File: config.mk
export PLATFORM = sky130hd
export DESIGN_NAME = priority_bypass_circular_deque
export DESIGN_NICKNAME = d
export VERILOG_FILES = /design/src/hdl/pbcd_pkg.sv /design/src/hdl/pbcd_store.sv /design/src/hdl/pbcd_ctrl.sv /design/src/hdl/priority_bypass_circular_deque.sv
export VERILOG_INCLUDE_DIRS = /design/src /design/src/hdl
export SDC_FILE = /design/constraint.sdc
export NUM_CORES = 2
export LEC_CHECK = 0
export BUFFER_PORTS_ARGS = -buffer_cell sky130_fd_sc_hd__buf_4
export CAP_MARGIN = 20
export CORE_MARGIN = 8
export CORE_UTILIZATION = 55
export CTS_CLUSTER_DIAMETER = 120
export DETAILED_ROUTE_END_ITERATION = 12
export GPL_ROUTABILITY_DRIVEN = 0
export PLACE_DENSITY_LB_ADDON = 0.1
export SLEW_MARGIN = 10
export SYNTH_ARGS = -nofsm -noshare
export SYNTH_HDL_FRONTEND = slang
export SYNTH_SLANG_ARGS = --single-unit
File: constraint.sdc
create_clock -name clock -period 10.55 [get_ports clock]
set_clock_uncertainty 0.15 [all_clocks]
set_input_delay 0.5275 -clock clock [delete_from_list [all_inputs] [get_ports clock]]
set_output_delay 0.5275 -clock clock [all_outputs]
set_load 0.01 [all_outputs]
File: src/hdl/priority_bypass_circular_deque_macros.svh
// assertion macros shared by the deque modules
// no dependencies; taken in by `include in the modules that assert
`ifndef PRIORITY_BYPASS_CIRCULAR_DEQUE_MACROS_SVH
`define PRIORITY_BYPASS_CIRCULAR_DEQUE_MACROS_SVH

// same-cycle implication, checked outside reset
`define PBCD_ASSERT_NOW(label, clk, rst, ante, cons, msg) \
   label: assert property (@(posedge clk) disable iff (rst) (ante) |-> (cons)) else $error(msg);

// next-cycle implication, checked outside reset
`define PBCD_ASSERT_NEXT(label, clk, rst, ante, cons, msg) \
   label: assert property (@(posedge clk) disable iff (rst) (ante) |=> (cons)) else $error(msg);

`endif

File: src/hdl/pbcd_pkg.sv
// shared types and codes for the priority bypass circular deque
// no dependencies; imported by every module of the block
package pbcd_pkg;

   // opcodes of a request
   localparam logic OP_INSERT = 1'b0;
   localparam logic OP_REMOVE = 1'b1;

   // response status codes
   localparam logic [1:0] STATUS_OK    = 2'd0;
   localparam logic [1:0] STATUS_FULL  = 2'd1;
   localparam logic [1:0] STATUS_EMPTY = 2'd2;

   // threshold after reset
   localparam logic [6:0] THRESHOLD_RESET = 7'd60;

   // one stored entry
   typedef struct packed {
      logic [31:0] tag;
      logic [6:0]  priority_val;
   } entry_type;

   // control sequencer states
   typedef enum logic {
      ST_IDLE,
      ST_READ
   } state_type;

   // response load control from the sequencer to the output register
   typedef struct packed {
      logic       load;
      logic       use_mem;
      logic [1:0] status;
      logic [6:0] occupancy;
   } rsp_ctl_type;

endpackage

File: src/hdl/pbcd_store.sv
// entry store: single write port, single read port, registered read data
// depends on pbcd_pkg for entry_type
module pbcd_store import pbcd_pkg::*; #(
   parameter int DEPTH = 64,
   parameter int AW    = 6
) (
   input  logic          clock,
   input  logic          wr_en,
   input  logic [AW-1:0] wr_addr,
   input  entry_type     wr_entry,
   input  logic          rd_en,
   input  logic [AW-1:0] rd_addr,
   output entry_type     rd_entry
);

   entry_type mem_ff [DEPTH];
   entry_type rd_entry_ff;

   // write port
   always_ff @(posedge clock) begin
      if (wr_en) begin
         mem_ff[wr_addr] <= wr_entry;
      end
   end

   // read port, data held until the next read
   always_ff @(posedge clock) begin
      if (rd_en) begin
         rd_entry_ff <= mem_ff[rd_addr];
      end
   end

   assign rd_entry = rd_entry_ff;

endmodule

File: src/hdl/pbcd_ctrl.sv
// deque sequencer: head/tail pointers, fill count and store accesses
// depends on pbcd_pkg and the assertion macro header
`include "priority_bypass_circular_deque_macros.svh"

module pbcd_ctrl import pbcd_pkg::*; #(
   parameter int DEPTH = 64,
   parameter int AW    = 6,
   parameter int CW    = 7
) (
   input  logic          clock,
   input  logic          reset,
   input  logic          req_valid,
   output logic          req_ready,
   input  logic          req_opcode,
   input  logic [31:0]   req_item_tag,
   input  logic [6:0]    req_item_priority,
   input  logic [6:0]    threshold,
   input  logic          out_free,
   output logic          wr_en,
   output logic [AW-1:0] wr_addr,
   output entry_type     wr_entry,
   output logic          rd_en,
   output logic [AW-1:0] rd_addr,
   output rsp_ctl_type   rsp_ctl
);

   localparam logic [AW-1:0] LAST_SLOT = AW'(DEPTH - 1);
   localparam logic [CW-1:0] FULL_COUNT = CW'(DEPTH);

   state_type     state_ff, state_in;
   logic [AW-1:0] head_ff, head_in;
   logic [AW-1:0] tail_ff, tail_in;
   logic [CW-1:0] count_ff, count_in;
   logic          accept;
   logic          is_full;
   logic          is_empty;
   logic [AW-1:0] head_dec;
   logic [AW-1:0] head_inc;
   logic [AW-1:0] tail_inc;
   logic [31:0]   count_wide;

   assign is_full  = (count_ff == FULL_COUNT);
   assign is_empty = (count_ff == '0);
   assign head_dec = (head_ff == '0) ? LAST_SLOT : head_ff - 1'b1;
   assign head_inc = (head_ff == LAST_SLOT) ? '0 : head_ff + 1'b1;
   assign tail_inc = (tail_ff == LAST_SLOT) ? '0 : tail_ff + 1'b1;

   // state and pointer registers
   always_ff @(posedge clock) begin
      if (reset) begin
         state_ff <= ST_IDLE;
         head_ff  <= '0;
         tail_ff  <= '0;
         count_ff <= '0;
      end else begin
         state_ff <= state_in;
         head_ff  <= head_in;
         tail_ff  <= tail_in;
         count_ff <= count_in;
      end
   end

   // next state, pointer updates and store accesses
   always_comb begin
      state_in  = state_ff;
      head_in   = head_ff;
      tail_in   = tail_ff;
      count_in  = count_ff;
      req_ready = 1'b0;
      wr_en     = 1'b0;
      wr_addr   = '0;
      wr_entry  = '{tag: req_item_tag, priority_val: req_item_priority};
      rd_en     = 1'b0;
      rd_addr   = head_ff;
      rsp_ctl   = '0;
      accept    = 1'b0;
      case (state_ff)
         ST_IDLE: begin
            req_ready = out_free;
            accept    = req_valid && out_free;
            if (accept) begin
               rsp_ctl.load   = 1'b1;
               rsp_ctl.status = STATUS_OK;
               if (req_opcode == OP_INSERT) begin
                  if (is_full) begin
                     rsp_ctl.status = STATUS_FULL;
                  end else begin
                     wr_en    = 1'b1;
                     count_in = count_ff + 1'b1;
                     if (is_empty) begin
                        head_in = '0;
                        tail_in = '0;
                        wr_addr = '0;
                     end else if (req_item_priority >= threshold) begin
                        head_in = head_dec;
                        wr_addr = head_dec;
                     end else begin
                        tail_in = tail_inc;
                        wr_addr = tail_inc;
                     end
                  end
               end else if (is_empty) begin
                  rsp_ctl.status = STATUS_EMPTY;
               end else begin
                  // pop: read the head now, respond when the data returns
                  rsp_ctl.load = 1'b0;
                  rd_en        = 1'b1;
                  count_in     = count_ff - 1'b1;
                  state_in     = ST_READ;
                  if (head_ff == tail_ff) begin
                     head_in = '0;
                     tail_in = '0;
                  end else begin
                     head_in = head_inc;
                  end
               end
            end
            count_wide        = 32'(count_in);
            rsp_ctl.occupancy = count_wide[6:0];
         end
         ST_READ: begin
            rsp_ctl.load      = 1'b1;
            rsp_ctl.use_mem   = 1'b1;
            rsp_ctl.status    = STATUS_OK;
            count_wide        = 32'(count_ff);
            rsp_ctl.occupancy = count_wide[6:0];
            state_in          = ST_IDLE;
         end
         default: begin
            count_wide = '0;
            state_in   = ST_IDLE;
         end
      endcase
   end

   // sequencer checks
   `PBCD_ASSERT_NOW(a_read_blocks_req, clock, reset, state_ff == ST_READ, !req_ready, "request taken during store read")
   `PBCD_ASSERT_NOW(a_count_bound, clock, reset, 1'b1, count_ff <= FULL_COUNT, "fill count beyond depth")
   `PBCD_ASSERT_NOW(a_empty_ptrs, clock, reset, count_ff == '0, (head_ff == '0) && (tail_ff == '0), "empty deque with pointers off slot zero")
   `PBCD_ASSERT_NEXT(a_pop_reads, clock, reset, rd_en, state_ff == ST_READ, "pop without a response cycle")

endmodule

File: src/hdl/priority_bypass_circular_deque.sv
// Bounded circular deque of DEPTH entries (32-bit tag, 7-bit priority) with a priority bypass:
// an insert whose priority is at or above the threshold goes in at the head, others at the tail;
// a remove pops the head. Every request gives one response with status, popped entry and
// occupancy. Inserts and removes on an empty deque are taken back to back; a remove that pops
// is answered after the store read, because the entry store's read port registers its data
// and req_ready stays low while that read is out. The response register frees the
// request side: a new request is taken in the same cycle a waiting response is transferred.
// The store needs no clearing after reset; only written slots are ever popped. The threshold
// register (csr_priority_threshold, reset 60) may be written in any cycle and applies to the
// next insert. Depends on pbcd_pkg, pbcd_ctrl, pbcd_store and the assertion macro header.
`include "priority_bypass_circular_deque_macros.svh"

module priority_bypass_circular_deque import pbcd_pkg::*; #(
   parameter int DEPTH = 64
) (
   input  logic        clock,
   input  logic        reset,
   input  logic        req_valid,
   output logic        req_ready,
   input  logic        req_opcode,
   input  logic [31:0] req_item_tag,
   input  logic [6:0]  req_item_priority,
   output logic        rsp_valid,
   input  logic        rsp_ready,
   output logic [1:0]  rsp_status,
   output logic [31:0] rsp_out_tag,
   output logic [6:0]  rsp_out_priority,
   output logic [6:0]  rsp_occupancy,
   input  logic        csr_valid,
   output logic        csr_ready,
   input  logic [6:0]  csr_priority_threshold
);

   localparam int AW = $clog2(DEPTH);
   localparam int CW = $clog2(DEPTH + 1);

   logic          threshold_ff;
   logic [6:0]    threshold_val_ff;
   logic          rsp_valid_ff;
   logic [1:0]    rsp_status_ff;
   logic [31:0]   rsp_tag_ff;
   logic [6:0]    rsp_prio_ff;
   logic [6:0]    rsp_occ_ff;
   logic          out_free;
   logic          wr_en;
   logic [AW-1:0] wr_addr;
   entry_type     wr_entry;
   logic          rd_en;
   logic [AW-1:0] rd_addr;
   entry_type     rd_entry;
   rsp_ctl_type   rsp_ctl;

   // threshold register, always writable
   assign csr_ready = 1'b1;
   always_ff @(posedge clock) begin
      if (reset) begin
         threshold_ff     <= 1'b0;
         threshold_val_ff <= THRESHOLD_RESET;
      end else if (csr_valid) begin
         threshold_ff     <= 1'b1;
         threshold_val_ff <= csr_priority_threshold;
      end
   end

   assign out_free = !rsp_valid_ff || rsp_ready;

   pbcd_ctrl #(
      .DEPTH (DEPTH),
      .AW    (AW),
      .CW    (CW)
   ) u_ctrl (
      .clock             (clock),
      .reset             (reset),
      .req_valid         (req_valid),
      .req_ready         (req_ready),
      .req_opcode        (req_opcode),
      .req_item_tag      (req_item_tag),
      .req_item_priority (req_item_priority),
      .threshold         (threshold_val_ff),
      .out_free          (out_free),
      .wr_en             (wr_en),
      .wr_addr           (wr_addr),
      .wr_entry          (wr_entry),
      .rd_en             (rd_en),
      .rd_addr           (rd_addr),
      .rsp_ctl           (rsp_ctl)
   );

   pbcd_store #(
      .DEPTH (DEPTH),
      .AW    (AW)
   ) u_store (
      .clock    (clock),
      .wr_en    (wr_en),
      .wr_addr  (wr_addr),
      .wr_entry (wr_entry),
      .rd_en    (rd_en),
      .rd_addr  (rd_addr),
      .rd_entry (rd_entry)
   );

   // response valid
   always_ff @(posedge clock) begin
      if (reset) begin
         rsp_valid_ff <= 1'b0;
      end else if (rsp_ctl.load) begin
         rsp_valid_ff <= 1'b1;
      end else if (rsp_ready) begin
         rsp_valid_ff <= 1'b0;
      end
   end

   // response payload
   always_ff @(posedge clock) begin
      if (rsp_ctl.load) begin
         rsp_status_ff <= rsp_ctl.status;
         rsp_occ_ff    <= rsp_ctl.occupancy;
         rsp_tag_ff    <= rsp_ctl.use_mem ? rd_entry.tag : '0;
         rsp_prio_ff   <= rsp_ctl.use_mem ? rd_entry.priority_val : '0;
      end
   end

   assign rsp_valid        = rsp_valid_ff;
   assign rsp_status       = rsp_status_ff;
   assign rsp_out_tag      = rsp_tag_ff;
   assign rsp_out_priority = rsp_prio_ff;
   assign rsp_occupancy    = rsp_occ_ff;

   // response register checks
   `PBCD_ASSERT_NOW(a_no_overwrite, clock, reset, rsp_ctl.load, out_free, "response overwritten before transfer")
   `PBCD_ASSERT_NOW(a_pop_ok, clock, reset, rsp_ctl.load && rsp_ctl.use_mem, rsp_ctl.status == STATUS_OK, "popped entry with error status")
   `PBCD_ASSERT_NEXT(a_load_valid, clock, reset, rsp_ctl.load, rsp_valid_ff, "loaded response not presented")
   `PBCD_ASSERT_NEXT(a_csr_taken, clock, reset, csr_valid, threshold_ff, "threshold write not recorded")

endmodule
Word-level counts from Yosys, hierarchy flattened
Memories as Yosys holds them, arrays and structs flattened. A register that Yosys moved wholly into a read port is not among the register bits.
Cells that the tools add are included.
Widths: inputs -> output; s select.
- $add $sub $neg: 5
- order comparisons: 1
- equality and inequality tests: 8
- multiplexer cells: 49
- bitwise logic cells: 1
- reductions and logical operators: 9
- operators with widths (cell ; count):
    $mux 6 ; 21
    $mux 7 ; 4
    $mux 1 ; 18
    $pmux 9 s2 ; 1
    $add 6x1->6 const B ; 2
    $eq 6x6->1 const B ; 2
    $add 7x1->7 const B ; 1
    $eq 7x7->1 const B ; 1
    $ge 7x7->1 ; 1
    $logic_not 7->1 ; 1
    $sub 7x1->7 const B ; 1
    $eq 6x6->1 ; 1
    $logic_not 6->1 ; 1
    $mux 2 ; 3
    $reduce_and 6->1 ; 1
    $sub 6x1->6 const B ; 1
    $reduce_and 5->1 ; 1
    $ne 2x2->1 const B ; 2
    $pmux 1 s2 ; 2
    $ne 3x2->1 const B ; 1
    $reduce_bool 3->1 ; 1
    $ne 2x1->1 const B ; 1
    $reduce_bool 2->1 ; 1
    $logic_and 1x1->1 ; 1
    3 further kinds ; 3
- register bits: 76
- bits in writable memories: 2496
- input bits: 52
- output and inout bits: 51
- word-level logic and storage cells: 84
- memories kept: 1
- memories (name ; depth ; bits a word ; rd ports ; clocked after Yosys merged registers in ; write ports ; line ; RTL):
    u_store.mem_ff ; 64 ; 39 ; 1 ; 1 ; 1 ; pbcd_store.sv:16 ; entry_type mem_ff [DEPTH];

Longest topological paths before layout
- word-level depth: 8
- mapped depth: 14
- mapped depth without buffers: 8

Modules after synthesis
A second synthesis with hierarchy kept.
- cells, all modules: 4469
- area, all modules: 99885.8 µm²
- by module, submodules not included (module ; times used ; cells an instance ; area each (µm²) ; seq. area each (µm²)):
    pbcd_store ; 1 ; 4059 ; 95743.1 ; 76123.0
    pbcd_ctrl ; 1 ; 290 ; 2119.5 ; 400.4
    priority_bypass_circular_deque ; 1 ; 120 ; 2023.2 ; 1601.5

Least setup slack after synthesis
Ideal clock, no wire load.
- kind: reg2reg
- start: reg u_ctrl.head_ff[1], in the netlist u_ctrl.rd_addr[1]
- end: mem u_store.mem_ff[21][0] (netlist name) (enable)
- library setup time: 495 ps
- arrival time: 5672 ps
- required time: 9905 ps
- slack: 4234 ps
- cell stages (with the launch flop): 14
- path buffers: 5
- clock period less this slack: 6316 ps
- path through: dfxtp_1 > buf_2 > buf_4 > buf_4 > clkinv_1 > buf_2 > clkbuf_1 > ha_1 > nor3b_1 > o311ai_1 > o21ai_1 > nor3b_1 > o21ai_1 > a211oi_1
- longest elaborated chain between the ends: 8
- elaborated cells between the ends (all ways): 9
- classes of those cells: add/sub (1); mux (7); reduce/logical (1)
- ends and longest elaborated chain (element ; line ; RTL):
    from (decl) ; pbcd_ctrl.sv:31 ; logic [AW-1:0] head_ff, head_in;
    from (signal assigned) ; pbcd_ctrl.sv:57 ; head_ff <= head_in;
    $sub 6x1->6 or $logic_not 6->1 (tied branches) ; pbcd_ctrl.sv:44 ; assign head_dec = (head_ff == '0) ? LAST_SLOT : head_ff - 1'b1;
    $mux 6 (*) ; pbcd_ctrl.sv:44 ;
    $mux 6 (*) ; pbcd_ctrl.sv:94 ; end else if (req_item_priority >= threshold) begin
    $mux 6 (*) ; pbcd_ctrl.sv:90 ; if (is_empty) begin
    $mux 6 (*) ; pbcd_ctrl.sv:85 ; if (is_full) begin
    $mux 6 (*) ; pbcd_ctrl.sv:84 ; if (req_opcode == OP_INSERT) begin
    $mux 6 (*) ; pbcd_ctrl.sv:81 ; if (accept) begin
    $mux 6 (*) ; pbcd_ctrl.sv:77 ; case (state_ff)
    to (decl) ; pbcd_store.sv:16 ;
Every way passes the cells marked *; elsewhere a longest branch is shown, timed or not.

Worst setup path after layout
- start: reg u_ctrl.head_ff[1], in the netlist u_ctrl.rd_addr[1]
- end: mem u_store.mem_ff[29][7] (netlist name) (enable)
The elaborated chain is that of the path after synthesis.

==> run_summary.xml <==
<?xml version="1.0" encoding="UTF-8"?>
<metrics>
  <group name="critical_path">
    <metric name="crit-reg2reg-capture" unit="">u_store.mem_ff[29][7]</metric>
    <metric name="regToRegStartpoint" unit="">u_ctrl.rd_addr[1]</metric>
    <metric name="worst-setup-path-type" unit="">reg -&gt; reg</metric>
    <metric name="worst-r2r-cell-count" unit="">9</metric>
    <metric name="start_kind" unit="">register</metric>
    <metric name="timing.critical_path.fanout_max" unit="">41</metric>
    <metric name="cp.required" unit="ns">10.93</metric>
    <metric name="reg2reg_setup_slack" unit="ns">4.74</metric>
    <metric name="worstPathArrival" unit="ns">6.19</metric>
    <metric name="cp-end-kind" unit="">register</metric>
  </group>
  <group name="pwr">
    <metric name="total_leakage_power" unit="nW">35.3</metric>
    <metric name="total_power_per_unit_cell_area" unit="nW/um^2">246</metric>
    <metric name="fin_total_pwr" unit="mW">28.1</metric>
    <metric name="worst_ir_drop_vdd" unit="mV">0.213</metric>
  </group>
  <group name="timing">
    <metric name="setup_total_negative_slack" unit="ns">0</metric>
    <metric name="final-setup-viol-count" unit="">0</metric>
    <metric name="max_freq" unit="MHz">172</metric>
    <metric name="finalCritPeriodShare" unit="">0.551</metric>
    <metric name="timing.max_slew.rel_slack" unit="">0.221</metric>
    <metric name="final-hold-violation-count" unit="">0</metric>
    <metric name="unrepaired_setup_endpoints_after_global_routing" unit="">false</metric>
    <metric name="worst-slew-pin-transition" unit="ns">1.17</metric>
    <metric name="slew_violations" unit="">0</metric>
    <metric name="timing.final.crit_period" unit="ns">5.81</metric>
  </group>
  <group name="grt">
    <metric name="grt-ovfl-total" unit="">0</metric>
    <metric name="globalRouteTotalUtil" unit="">0.288</metric>
    <metric name="grt_pass1_wl" unit="um">400000</metric>
    <metric name="first_global_vias" unit="">51200</metric>
    <metric name="grt_max_degree" unit="">120</metric>
    <metric name="antenna_violations_before_repair" unit="">12</metric>
  </group>
  <group name="placement">
    <metric name="dpl.cell_count" unit="">7170</metric>
    <metric name="dp_hpwl" unit="um">158000</metric>
    <metric name="placement.io_buffers" unit="">101</metric>
  </group>
  <group name="synthesis">
    <metric name="synth.top_cell.area_share" unit="">0.767</metric>
    <metric name="post_synth_main_area_contributors" unit="">edfxtp_1 77%, mux4_2 13%, mux2i_1 2.1%</metric>
    <metric name="synthCells" unit="">4720</metric>
    <metric name="synth-edff-count" unit="">2583</metric>
    <metric name="largest_family_of_logic_cells_by_synthesized_area" unit="">multiplexers</metric>
    <metric name="netlist_area" unit="sq um">101000</metric>
    <metric name="syn-num-nets" unit="">4785</metric>
    <metric name="post_synth_and_or_nand_nor_area_fraction" unit="">0.0247</metric>
    <metric name="synth_cell_type_count" unit="">82</metric>
    <metric name="synth_largest_area_cell" unit="">edfxtp_1</metric>
    <metric name="synth_compound_gate_area_share" unit="">0.0306</metric>
    <metric name="syn-mean-instance-area" unit="sq um">21.4</metric>
    <metric name="synth_async_sr_flop_share" unit="">0</metric>
    <metric name="synth.area.mux_share" unit="">0.154</metric>
    <metric name="synthAdderAreaFrac" unit="">0.00161</metric>
    <metric name="synth.yosys.seq_area_share" unit="">0.772</metric>
    <metric name="synth-xor-area-share" unit="">0.00104</metric>
    <metric name="yosys_register_bits" unit="">2611</metric>
    <metric name="yosysWarningCount" unit="">0</metric>
    <metric name="synth_flop_cell" unit="">edfxtp_1</metric>
  </group>
  <group name="die">
    <metric name="chip_height" unit="um">445</metric>
    <metric name="effective_utilization_at_floorplan" unit="">0.553</metric>
    <metric name="die_width" unit="um">445</metric>
    <metric name="die_area" unit="sq um">198000</metric>
    <metric name="row_count" unit="">157</metric>
    <metric name="io_pins" unit="">103</metric>
    <metric name="coreArea" unit="sq um">183000</metric>
  </group>
  <group name="detailed_routing">
    <metric name="highest-signal-layer" unit="">met4</metric>
    <metric name="remaining_drc_errors" unit="">0</metric>
    <metric name="drt_first_pass_iters" unit="">5</metric>
    <metric name="wl_met1" unit="um">114000</metric>
    <metric name="num_vias" unit="">51800</metric>
    <metric name="detail_route.iter0.violations" unit="">7363</metric>
    <metric name="wl_per_cell" unit="um">37.4</metric>
    <metric name="detail_route.wirelength" unit="um">288000</metric>
    <metric name="met2_wirelength" unit="um">137000</metric>
    <metric name="wl_met3" unit="um">26600</metric>
    <metric name="final_antenna_net_count" unit="">0</metric>
    <metric name="via_to_cell_ratio" unit="">6.73</metric>
  </group>
  <group name="cells_and_area">
    <metric name="most_frequent_cells_in_the_layout" unit="">2583 x edfxtp_1, 592 x mux4_2, 291 x clkbuf_16</metric>
    <metric name="fin_cells" unit="">7697</metric>
    <metric name="layout_commonest_cell" unit="">edfxtp_1</metric>
    <metric name="fin_nets" unit="">5105</metric>
    <metric name="final_layout_size_suffix_gt1_frac" unit="">0.254</metric>
    <metric name="flow.area_growth_from_synthesis" unit="%">13.0</metric>
  </group>
  <group name="clocking">
    <metric name="sink_count_of_the_clock_tree" unit="">2611</metric>
    <metric name="cts_made_buffers" unit="">284</metric>
    <metric name="htree_levels" unit="">5</metric>
    <metric name="cts.root.buffer_cell" unit="">clkbuf_16</metric>
    <metric name="clock_insertion_delay_worst_skew" unit="ns">0.92</metric>
    <metric name="clkTransAtPathRegs" unit="ns">0.06</metric>
    <metric name="post_cts_resize_count" unit="">0</metric>
    <metric name="max-clock-path-buffers" unit="">4</metric>
    <metric name="cts_tree" unit="">built</metric>
  </group>
  <group name="min_path">
    <metric name="timing.hold.worst.class" unit="">in -&gt; reg</metric>
    <metric name="holdPathEnd" unit="">u_store.mem_ff[49][11]</metric>
    <metric name="timing.hold.worst.start" unit="">req_item_tag[4]</metric>
    <metric name="whs_path_depth" unit="">1</metric>
  </group>
  <group name="run">
    <metric name="max_cap_viol_count" unit="">0</metric>
  </group>
  <group name="outcome">
    <metric name="status" unit="">completed</metric>
  </group>
</metrics>
[registers in the layout, indices dropped and copies added, names as in the netlist]
| register | count |
|---|---|
| u_ctrl.count_ff | 7 |
| u_ctrl.rd_addr | 6 |
| u_ctrl.state_ff | 1 |
| rsp_out_tag | 32 |
| rsp_occupancy | 7 |
| u_store.rd_entry | 39 |
| rsp_out_priority | 7 |
| u_ctrl.tail_ff | 6 |
| rsp_status | 2 |
| u_store.mem_ff | 2496 |
| rsp_valid | 1 |
| threshold_val_ff | 7 |
[per-layer routing]
| layer | vias up | GRT usage |
|---|---|---|
| met5 | - | 0 |
| met4 | 0 | 0.0930 |
| met3 | 500 | 0.0538 |
| met2 | 2845 | 0.455 |
| met1 | 28000 | 0.412 |
| li1 | 20500 | - |
[per-stage QoR]
step / area [sq um] / setup slack (ns) / utilization / hold slack [ns]
after floorplan: 101000 / 4.23 / - / 0.309
after detailed placement: 105000 / 4.77 / 0.576 / 0.345
final: 114000 / 4.74 / 0.625 / 0.0379
after global placement: 105000 / 4.74 / 0.576 / 0.335
after CTS: 114000 / 4.83 / 0.625 / 0.000912
after global routing: 114000 / 4.62 / 0.625 / 0.0455
[power by group]
part,total (mW),internal (mW),switching [mW]
Combinational,6.60,2.60,4.00
Clock,9.36,5.50,3.86
Sequential,12.1,11.9,0.262
Total,28.1,20.0,8.12
[area by class of cell]
class / instances / area (sq um)
Antenna cell: 6 / 15.0
Clock buffer: 351 / 7510
Clock inverter: 122 / 1080
Fill cell: 12500 / 68500
Inverter: 21 / 81.3
Multi-Input combinational cell: 1815 / 21900
Sequential cell: 2611 / 78100
Tap cell: 2464 / 3080
Timing Repair Buffer: 307 / 2520
[synthesized netlist by cell type, drive strengths merged, types with 6 or more instances]
cell type	number
o22ai	68
nor4	10
o21ai	61
nand3	22
a21o	6
a31oi	18
buf	168
xnor2	8
inv	19
mux2i	212
nand2	180
and3	15
nor2	133
a2111oi	16
dfxtp	28
nand2b	11
a221oi	16
o221ai	48
nor3b	6
o31ai	8
a21oi	73
a22oi	17
o211ai	16
a211oi	13
mux4	592
nor3	60
and2	55
nor2b	13
mux2	13
ha	13
clkbuf	105
a211o	25
edfxtp	2583
[critical path, cell delays in order (launching register included)]
cell      delay, ns
dfxtp_4        0.81
clkinv_2       0.71
ha_1           0.48
and2_1         0.18
a21oi_2        0.26
nand3_1        0.25
mux2i_2        0.48
o211ai_1       0.38
nor2_4         0.97
buf_4          0.69
[cell families after synthesis]
family | Yosys count
flip-flops | 2611
multiplexers | 817
XOR/XNOR | 12
AND/OR/NAND/NOR | 533
AO/OA/AOI/OAI | 439
buffers and inverters | 294
other | 1
adder cells (fa/ha/maj) | 13
[how the worst max path moves through the flow]
stage	slack (ns)	start	to	cells past startpoint
after floorplan	4.23	u_ctrl.rd_addr[1]	u_store.mem_ff[21][0]	13
after global placement	4.74	req_item_priority[0]	u_store.mem_ff[57][18]	10
after detailed placement	4.77	req_item_priority[0]	u_store.mem_ff[57][18]	10
after CTS	4.83	u_ctrl.rd_addr[1]	u_store.mem_ff[29][15]	9
after global routing	4.62	u_ctrl.rd_addr[1]	u_store.mem_ff[55][36]	9
final	4.74	u_ctrl.rd_addr[1]	u_store.mem_ff[29][7]	9
[repair_timing]
action	in CTS	in global routing
hold buffers	48	0
buffers inserted	0	0
setup endpoints to repair	0	0
hold endpoints to repair	688	0
Power figures use the tool's default switching activity.
